### config.mk
export PLATFORM = sky130hd
export DESIGN_NAME = first_fit_conflict_coloring
export DESIGN_NICKNAME = d
export VERILOG_FILES = /design/src/hdl/ffcc_pkg.sv /design/src/hdl/ffcc_queue.sv /design/src/hdl/ffcc_search.sv /design/src/hdl/first_fit_conflict_coloring.sv
export SDC_FILE = /design/constraint.sdc
export NUM_CORES = 1
export LEC_CHECK = 0
export ABC_AREA = 1
export BUFFER_PORTS_ARGS = -buffer_cell sky130_fd_sc_hd__buf_2
export CORE_MARGIN = 5
export CORE_UTILIZATION = 39
export CTS_BUF_LIST = sky130_fd_sc_hd__clkbuf_2 sky130_fd_sc_hd__clkbuf_4 sky130_fd_sc_hd__clkbuf_8
export DETAILED_ROUTE_END_ITERATION = 8
export PLACE_DENSITY = 0.52
export SLEW_MARGIN = 20
export SYNTH_ARGS = -nofsm -noshare
export SYNTH_HDL_FRONTEND = slang
export SYNTH_HIERARCHICAL = 1
export SYNTH_SLANG_ARGS = --single-unit
### constraint.sdc
create_clock -name clock -period 4.32 [get_ports clock]
set_input_delay 0.216 -clock clock [delete_from_list [all_inputs] [get_ports clock]]
set_output_delay 0.216 -clock clock [all_outputs]
set_load 0.1 [all_outputs]
### src/hdl/ffcc_pkg.sv
// ----------------------------------------------------------------------------
// First-fit conflict coloring package
// Shared widths, capacity constants and the item and result types.
// ----------------------------------------------------------------------------
package ffcc_pkg;

   localparam int MAX_ITEMS    = 32;
   localparam int GROUP_SLOTS  = 32;
   localparam int SET_CAPACITY = (MAX_ITEMS > GROUP_SLOTS) ? GROUP_SLOTS : MAX_ITEMS;
   localparam int MASK_W       = 32;
   localparam int IDX_W        = 5;
   localparam int CNT_W        = 6;

   typedef struct packed {
      logic [MASK_W-1:0] conflict_mask;
      logic              new_set;
   } item_type;

   typedef struct packed {
      logic [IDX_W-1:0] item_index;
      logic [IDX_W-1:0] group_index;
      logic [CNT_W-1:0] groups_used;
      logic             overflow;
   } result_type;

endpackage

### src/hdl/ffcc_queue.sv
// ----------------------------------------------------------------------------
// First-fit conflict coloring input queue
// Two-entry queue that takes input words and hands them to the group search.
// ----------------------------------------------------------------------------
module ffcc_queue (
   input  logic              clock,
   input  logic              reset,
   input  ffcc_pkg::item_type in_item,
   input  logic              in_valid,
   output logic              in_ready,
   output ffcc_pkg::item_type out_item,
   output logic              out_valid,
   input  logic              out_ready
);
   import ffcc_pkg::*;

   item_type    q_ff [2];
   logic        wr_ptr_ff, wr_ptr_in;
   logic        rd_ptr_ff, rd_ptr_in;
   logic [1:0]  count_ff, count_in;
   logic        push, pop;

   assign in_ready  = !reset && (count_ff != 2'd2);
   assign out_valid = (count_ff != 2'd0);
   assign out_item  = q_ff[rd_ptr_ff];
   assign push      = in_valid && in_ready;
   assign pop       = out_valid && out_ready;

   always_comb begin
      wr_ptr_in = push ? ~wr_ptr_ff : wr_ptr_ff;
      rd_ptr_in = pop ? ~rd_ptr_ff : rd_ptr_ff;
      count_in  = count_ff;
      if (push && !pop) begin
         count_in = count_ff + 2'd1;
      end else if (pop && !push) begin
         count_in = count_ff - 2'd1;
      end
   end

   always_ff @(posedge clock) begin
      if (reset) begin
         wr_ptr_ff <= 1'b0;
         rd_ptr_ff <= 1'b0;
         count_ff  <= 2'd0;
      end else begin
         wr_ptr_ff <= wr_ptr_in;
         rd_ptr_ff <= rd_ptr_in;
         count_ff  <= count_in;
      end
   end

   always_ff @(posedge clock) begin
      if (push) begin
         q_ff[wr_ptr_ff] <= in_item;
      end
   end

endmodule

### src/hdl/ffcc_search.sv
// ----------------------------------------------------------------------------
// First-fit conflict coloring group search
// Scans the open groups one per cycle and places the item in the first group
// that holds none of its conflicts, or opens a new group; a full set gives an overflow result.
// ----------------------------------------------------------------------------
module ffcc_search (
   input  logic                clock,
   input  logic                reset,
   input  ffcc_pkg::item_type  in_item,
   input  logic                in_valid,
   output logic                in_ready,
   output ffcc_pkg::result_type out_result,
   output logic                out_valid,
   input  logic                out_ready
);
   import ffcc_pkg::*;

   localparam logic ST_IDLE   = 1'b0;
   localparam logic ST_SEARCH = 1'b1;
   localparam logic [CNT_W-1:0] CAP_CNT = CNT_W'(SET_CAPACITY);

   logic              state_ff, state_in;
   logic [MASK_W-1:0] mask_ff, mask_in;
   logic [CNT_W-1:0]  items_ff, items_in;
   logic [CNT_W-1:0]  open_ff, open_in;
   logic [CNT_W-1:0]  scan_ff, scan_in;
   result_type        result_ff, result_in;
   logic              valid_ff, valid_in;
   logic [MASK_W-1:0] members_ff [GROUP_SLOTS];

   logic              mem_we;
   logic [IDX_W-1:0]  mem_addr;
   logic [MASK_W-1:0] mem_data;
   logic              out_free;
   logic [MASK_W-1:0] cur_group;
   logic [MASK_W-1:0] item_bit;

   assign in_ready   = (state_ff == ST_IDLE);
   assign out_valid  = valid_ff;
   assign out_result = result_ff;
   assign out_free   = !valid_ff || out_ready;
   assign cur_group  = members_ff[scan_ff[IDX_W-1:0]];
   assign item_bit   = MASK_W'(1) << items_ff[IDX_W-1:0];

   always_comb begin
      state_in  = state_ff;
      mask_in   = mask_ff;
      items_in  = items_ff;
      open_in   = open_ff;
      scan_in   = scan_ff;
      result_in = result_ff;
      valid_in  = valid_ff && !out_ready;
      mem_we    = 1'b0;
      mem_addr  = scan_ff[IDX_W-1:0];
      mem_data  = cur_group | item_bit;
      case (state_ff)
         ST_IDLE: begin
            if (in_valid) begin
               mask_in  = in_item.conflict_mask;
               scan_in  = '0;
               state_in = ST_SEARCH;
               if (in_item.new_set) begin
                  items_in = '0;
                  open_in  = '0;
               end
            end
         end
         ST_SEARCH: begin
            if (items_ff >= CAP_CNT) begin
               if (out_free) begin
                  result_in.item_index  = '0;
                  result_in.group_index = '0;
                  result_in.groups_used = open_ff;
                  result_in.overflow    = 1'b1;
                  valid_in              = 1'b1;
                  state_in              = ST_IDLE;
               end
            end else if (scan_ff == open_ff) begin
               if (out_free) begin
                  mem_we                = 1'b1;
                  mem_addr              = open_ff[IDX_W-1:0];
                  mem_data              = item_bit;
                  result_in.item_index  = items_ff[IDX_W-1:0];
                  result_in.group_index = open_ff[IDX_W-1:0];
                  result_in.groups_used = open_ff + CNT_W'(1);
                  result_in.overflow    = 1'b0;
                  open_in               = open_ff + CNT_W'(1);
                  items_in              = items_ff + CNT_W'(1);
                  valid_in              = 1'b1;
                  state_in              = ST_IDLE;
               end
            end else if ((cur_group & mask_ff) == '0) begin
               if (out_free) begin
                  mem_we                = 1'b1;
                  result_in.item_index  = items_ff[IDX_W-1:0];
                  result_in.group_index = scan_ff[IDX_W-1:0];
                  result_in.groups_used = open_ff;
                  result_in.overflow    = 1'b0;
                  items_in              = items_ff + CNT_W'(1);
                  valid_in              = 1'b1;
                  state_in              = ST_IDLE;
               end
            end else begin
               scan_in = scan_ff + CNT_W'(1);
            end
         end
         default: begin
            state_in = ST_IDLE;
         end
      endcase
   end

   always_ff @(posedge clock) begin
      if (reset) begin
         state_ff <= ST_IDLE;
         items_ff <= '0;
         open_ff  <= '0;
         valid_ff <= 1'b0;
      end else begin
         state_ff <= state_in;
         items_ff <= items_in;
         open_ff  <= open_in;
         valid_ff <= valid_in;
      end
   end

   always_ff @(posedge clock) begin
      mask_ff   <= mask_in;
      scan_ff   <= scan_in;
      result_ff <= result_in;
      if (mem_we) begin
         members_ff[mem_addr] <= mem_data;
      end
   end

endmodule

### src/hdl/first_fit_conflict_coloring.sv
// A result word passes the input queue, the search's item register and the result
// register, plus one search step for every open group rejected, and waits while the receiver stalls.
// The search takes no new word until its result is registered; it reads one group
// mask of the member table per cycle. A two-entry input queue takes words while a search runs.
// Reset clears the counters, the queue and the result valid flag; a group's mask
// is overwritten when the group is opened, so the member table needs no clearing.
// ----------------------------------------------------------------------------
// First-fit conflict coloring
// Greedy first-fit grouping of a stream of items with conflict masks.
// ----------------------------------------------------------------------------
module first_fit_conflict_coloring (
   input  logic        clock,
   input  logic        reset,
   input  logic        req_tvalid,
   output logic        req_tready,
   input  logic [31:0] req_tdata,  // conflict_mask[31:0]
   input  logic        req_tuser,  // new_set
   output logic        rsp_tvalid,
   input  logic        rsp_tready,
   output logic [15:0] rsp_tdata,  // item_index[4:0], group_index[9:5], groups_used[15:10]
   output logic        rsp_tuser   // overflow
);
   import ffcc_pkg::*;

   item_type   req_item;
   item_type   queued_item;
   logic       queued_valid;
   logic       queued_ready;
   result_type result;

   assign req_item.conflict_mask = req_tdata;
   assign req_item.new_set       = req_tuser;

   ffcc_queue u_queue (
      .clock     (clock),
      .reset     (reset),
      .in_item   (req_item),
      .in_valid  (req_tvalid),
      .in_ready  (req_tready),
      .out_item  (queued_item),
      .out_valid (queued_valid),
      .out_ready (queued_ready)
   );

   ffcc_search u_search (
      .clock      (clock),
      .reset      (reset),
      .in_item    (queued_item),
      .in_valid   (queued_valid),
      .in_ready   (queued_ready),
      .out_result (result),
      .out_valid  (rsp_tvalid),
      .out_ready  (rsp_tready)
   );

   assign rsp_tdata = {result.groups_used, result.group_index, result.item_index};
   assign rsp_tuser = result.overflow;

`ifndef SYNTHESIS
   a_group_open: assert property (@(posedge clock) disable iff (reset)
      rsp_tvalid && !rsp_tuser |-> ({1'b0, rsp_tdata[9:5]} < rsp_tdata[15:10]))
      else $error("placed group is not among the open groups");

   a_overflow_zero: assert property (@(posedge clock) disable iff (reset)
      rsp_tvalid && rsp_tuser |-> (rsp_tdata[9:0] == 10'd0))
      else $error("overflow result carries nonzero indices");

   a_groups_cap: assert property (@(posedge clock) disable iff (reset)
      rsp_tvalid |-> (rsp_tdata[15:10] <= 6'(SET_CAPACITY)))
      else $error("more groups open than the set can hold");

   a_groups_vs_item: assert property (@(posedge clock) disable iff (reset)
      rsp_tvalid && !rsp_tuser |-> (rsp_tdata[15:10] <= {1'b0, rsp_tdata[4:0]} + 6'd1))
      else $error("more groups open than items placed");
`endif

endmodule

Yosys cells after proc, flatten, opt, wreduce, memory -nomap -nowiden
Memories as Yosys holds them, arrays and structs flattened. A register that Yosys moved wholly into a read port is not among the register bits.
Index checks and enable logic that the tools add are counted.
Word-level totals
  input bits: 37
  word-level logic and storage cells: 113
  latch bits: 0
  memories kept: 2
  flip-flop bits (word level): 73
  memory bits (read-only): 0
  RAM bits: 1090
  output and inout port bits: 19
Memories
  u_search.members_ff: words 32, width 32, read ports 1, clocked after Yosys merged registers in 1, write ports 1, line ffcc_search.sv:29  | logic [MASK_W-1:0] members_ff [GROUP_SLOTS];
  u_queue.q_ff: words 2, width 33, read ports 1, clocked after Yosys merged registers in 1, write ports 1, line ffcc_queue.sv:17  | item_type q_ff [2];
Operators by class
  shift-type cells: 1
  multiplexer cells: 55
  div/mod/pow operators: 0
  eq/ne operators: 10
  multiply operators: 0
  bitwise logic cells: 5
  reduce and logical (&&, ||, !) cells: 21
  add/sub/neg operators: 5
  order comparisons: 1
Operators with widths (count)
  32-bit 2-to-1 mux: 4
  17-bit 2-to-1 mux: 6
  6-bit 2-to-1 mux: 13
  6-bit one-hot mux with 2 select lines: 3
  32-bit bitwise AND: 1
  32-bit zero test: 1
  32-bit OR: 1
  1-bit by 5-bit left shift with 32-bit output, first input constant: 1
  5-bit 2-to-1 mux: 5
  1-bit 2-to-1 mux: 21
  6-bit by 1-bit adder with 6-bit output, second input constant: 3
  2-bit inequality test, second input constant: 7
  4-bit AND reduction: 2
  6-bit == test: 1
  6-bit >= comparator, second input constant: 1
  1-bit logical AND: 6
  1-bit zero test: 5
  5-bit AND reduction: 1
  2-bit 2-to-1 mux: 2
  2-bit nonzero test: 2
  3-bit inequality test, second input constant: 1
  1-bit inverter: 3
  3-bit AND reduction: 1
  3-bit nonzero test: 1
  6 further kinds: 6

Depth between registers and ports, before layout
  depth after elaboration: 9
  gate-level depth with buffers: 22
  gate-level depth less buffers: 19

Cells and area by module
Netlist, hierarchy kept.
Modules (own cells, without submodules)
  ffcc_search: instances 1, seq. area each 32781.4 um2, cells an instance 3817, area an instance 44592.8 um2
  ffcc_queue: instances 1, seq. area each 2082.0 um2, cells an instance 142, area an instance 2787.7 um2

Worst setup path after synthesis
OpenSTA, ideal clock, no wires.
  path kind: register -> register
  from: register with a tool-made name
  to: memory u_search.members_ff[16][0], enable pin
  data required time: 3.899 ns
  period minus slack after synthesis: 3.779 ns
  cell stages (with the launch flop): 21
  path slack: 0.541 ns
  arrival: 3.358 ns
  path buffers: 3
  library setup time: 0.421 ns
  cell sequence: dfxtp_1 > buf_4 > buf_2 > clkbuf_1 > nand2_1 > nand3_1 > nand3_1 > nand2_1 > nand2_1 > nand3_1 > nand3_1 > nand2_1 > nor2_1 > nand2_1 > nor2_1 > nand2_1 > nand2_2 > nand2_2 > inv_2 > nand4_1 > nor2_1
RTL lines (line)
  end, declared: ffcc_search.sv:29

==> results.toml <==
[cells_and_area]
finalNonFillerCells = 6012
layout.nets = 4296
post-route-util_pct = 46.6
regArea_mm2 = 0.0349
syn_to_final_growth_pct = 18.2
multiInputGateArea_mm2 = 0.0116
fillers = 11000
drive_gt1_share_pct = 15.5

[synthesis]
synth_seq_cells = 1169
synth.most_common_cell = "nand2_1"
avgSynthCellArea_um2 = 12.0
syn_area_mm2 = 0.0474
synth_nets = 4005
ys.flop_type = "edfxtp_1"
post-synth-top-area-cell = "edfxtp_1"
synth_area_leaders = "edfxtp_1 73%, nand2_1 11%, nand3_1 9.8%, buf_2 1.5%, dfxtp_1 1.0%"
synth_cell_types = 34
synth.yosys.warnings = 6
async_flop_share_pct = 0
synth-edff-count = 1145
synth_common_cells = "1376 x nand2_1, 1145 x edfxtp_1, 926 x nand3_1, 143 x buf_2, 78 x nor2_1"
synth_seq_area_share_pct = 73.6
syn_inst = 3959
synth.top_cell.area_share_pct = 72.6

[setup_path]
critical_path.most_common_cell = "nand2_1"
cp_data_required_time_ps = 4890
path_cells = "inv_8, buf_12, buf_12, nand3_1, nand3_1, nand2_1, nand2_1, nand3_1, nand3_1, nand2_1, nor2_1, nand2_1, nor2_1, nand2_1, nand2_2, nand2_2, inv_4, nand4_1, buf_4, nor2_4, clkbuf_16"
worstSetupEndpointType = "flop"
slowest_delay_ps = 470
path_class = "flop to flop"
crit_slowest_cell = "dfxtp_4"
arrival_ps = 4750
reg2regPathDepth = 21
start_kind = "flop"
cp_max_fo = 24

[die]
dieArea_mm2 = 0.129
ioPinCount = 56
die_y_um = 359
rows = 127
initial_utilization_pct = 39.4
core_mm2 = 0.120
fp.dieW_um = 359

[min_path]
whs_path_depth = 2
hp-class = "input pin to flop"

[power_and_ir_drop]
p_leak_nw = 20.4
swShare_pct = 38.1
p_seq_share_pct = 41.3
ir_drop_mv = 0.451
power_mw = 39.9
powerDensity_mw_per_mm2 = 713
intPower_mw = 24.7
combPwrFrac_pct = 34.8
p_sw_mw = 15.2
clkPwrFrac_pct = 23.9

[placed_design]
dp.cells = 5600
place.gp.congestion = 0.829
io_buffers = 55
hpwl_um = 82700
dp_worst_setup_slack_ps = 105

[global_routing]
groute.usage.overall_pct = 21.5
first_global_vias = 30900
gr-total-overflow = 0
antenna_found_initial = 4
grt_pass1_wl_um = 204000
grt_start_max_net_pins = 150

[detailed_routing]
drt-initial-drc-count = 3131
dr.pass1.iters = 6
wl_per_cell_um = 23.2
ant_nets = 0
drc_errors = 0
avgViaCountPerCell = 5.26
routed_wl_um = 140000
vias = 31600

[sta]
tns_ps = 0
worst_slack_ps = 142
finalCritPeriodShare_pct = 96.7
slew_viol_final = 0
fmax_mhz = 239
worst_pin_slew_ps = 1140
rsz0062_at_grt = "no"
finalSetupViolCount = 0
slew_headroom_pct = 23.8
period_needed_ps = 4180
finalHoldViolCount = 0
worst_clock_skew_ps = 45.8

[clock_tree]
cts_buffer_depth = 3
clkLatencyLatePin_ps = 890
htreeDepth = 4
cts-root-buf = "clkbuf_8"
cts.sinks = 1169
cts_inserted_buffers = 193
tritoncts = "built"
path_clk_slew_ps = 60

[run]
maxCapViolCount = 0

[outcome]
status = "complete, no violations"
[per-layer routing]
layer / wire length [µm] / track usage [%] / up-vias
met2: 64700 / 33.7 / 1128
met3: 9570 / 4.11 / 189
met4: 3000 / 6.36 / 0
met1: 62300 / 30.6 / 15700
met5: 0 / 0 / -
li1: - / - / 14600
[final timing paths]
kind	slack, ps	endpoint	from
worst max-delay path	140	u_search/members_ff[18][30]$_DFFE_PP_	flop
worst min-delay path	120	u_queue/q_ff[1][3]$_DFFE_PP_	req_tdata[2]
worst max register to register	140	u_search/members_ff[18][30]$_DFFE_PP_	flop
worst min register to register	500	u_queue/rd_ptr_ff$_SDFFE_PP0P_	u_queue/rd_ptr_ff$_SDFFE_PP0P_
[critical path, delay by kind of cell (launching register included)]
kind	cells	cell delay (ps)
DFF	1	470
and+or+nand+nor	15	2030
buffers and inverters	6	1310
[through the flow]
step	area, µm²	hold WS, ps
after floorplan	47400	288
after global placement	51500	404
after detailed placement	51500	407
after CTS	55900	8.42
after global routing	56000	71.4
final	56000	121
[cells in the final DEF, fill, tap and decap left out, drive strengths merged, types with 2 or more instances in the layout]
master	count
xor2	8
o21ai	38
nand2	1378
nor2	80
clkinv	54
bufinv	2
inv	42
ha	9
a211oi	2
nand3	929
nand4	8
dfxtp	24
edfxtp	1145
dlygate4sd3	62
a21oi	17
buf	267
clkbuf	289
mux2	33
clkinvlp	2
nor3	4
diode	2
[cell families after synthesis]
family,Yosys count,share of synthesized area [%]
simple gates,2402,21.6
buf+inv,279,2.74
compound gates,59,0.642
xor+xnor,8,0.148
mux,33,1.02
flops,1169,73.6
fa+ha+maj,9,0.238
[power groups by stage]
stage	Sequential, mW	Combinational (mW)	Clock, mW
2_1_floorplan	16.5	7.58	0
3_3_place_gp	16.7	13.6	0
3_5_place_dp	16.7	13.6	0
4_1_cts	16.5	13.7	9.78
5_1_grt	16.5	15.0	10.3
6_report	16.5	13.9	9.55
[layout make-up]
type	count	area share [%]
antenna	2	0.00893
tap	1612	3.60
multi-input combinational	2511	20.7
inverter	44	0.353
timing repair buffer	331	6.38
sequential	1169	62.3
clock inverter	56	0.585
clock buffer	287	6.15
[registers in the layout, summed over array words and instances, names as in the netlist, 2 cells and up, named ones only]
signal,count
u_search/out_result,17
u_search/members_ff,1024
u_search/mask_ff,32
u_search/items_ff,6
u_search/open_ff,6
u_queue/count_ff,2
u_search/scan_ff,6
u_queue/q_ff,66
[what timing repair did]
| item | in CTS | in global routing |
|---|---|---|
| buffers inserted | 0 | 2 |
| setup endpoints to repair | 0 | 1026 |
| hold buffers | 62 | 0 |
| endpoints found under the hold margin | 164 | 0 |
| resized for setup | 0 | 7 |
Power figures use the tool's default switching activity.
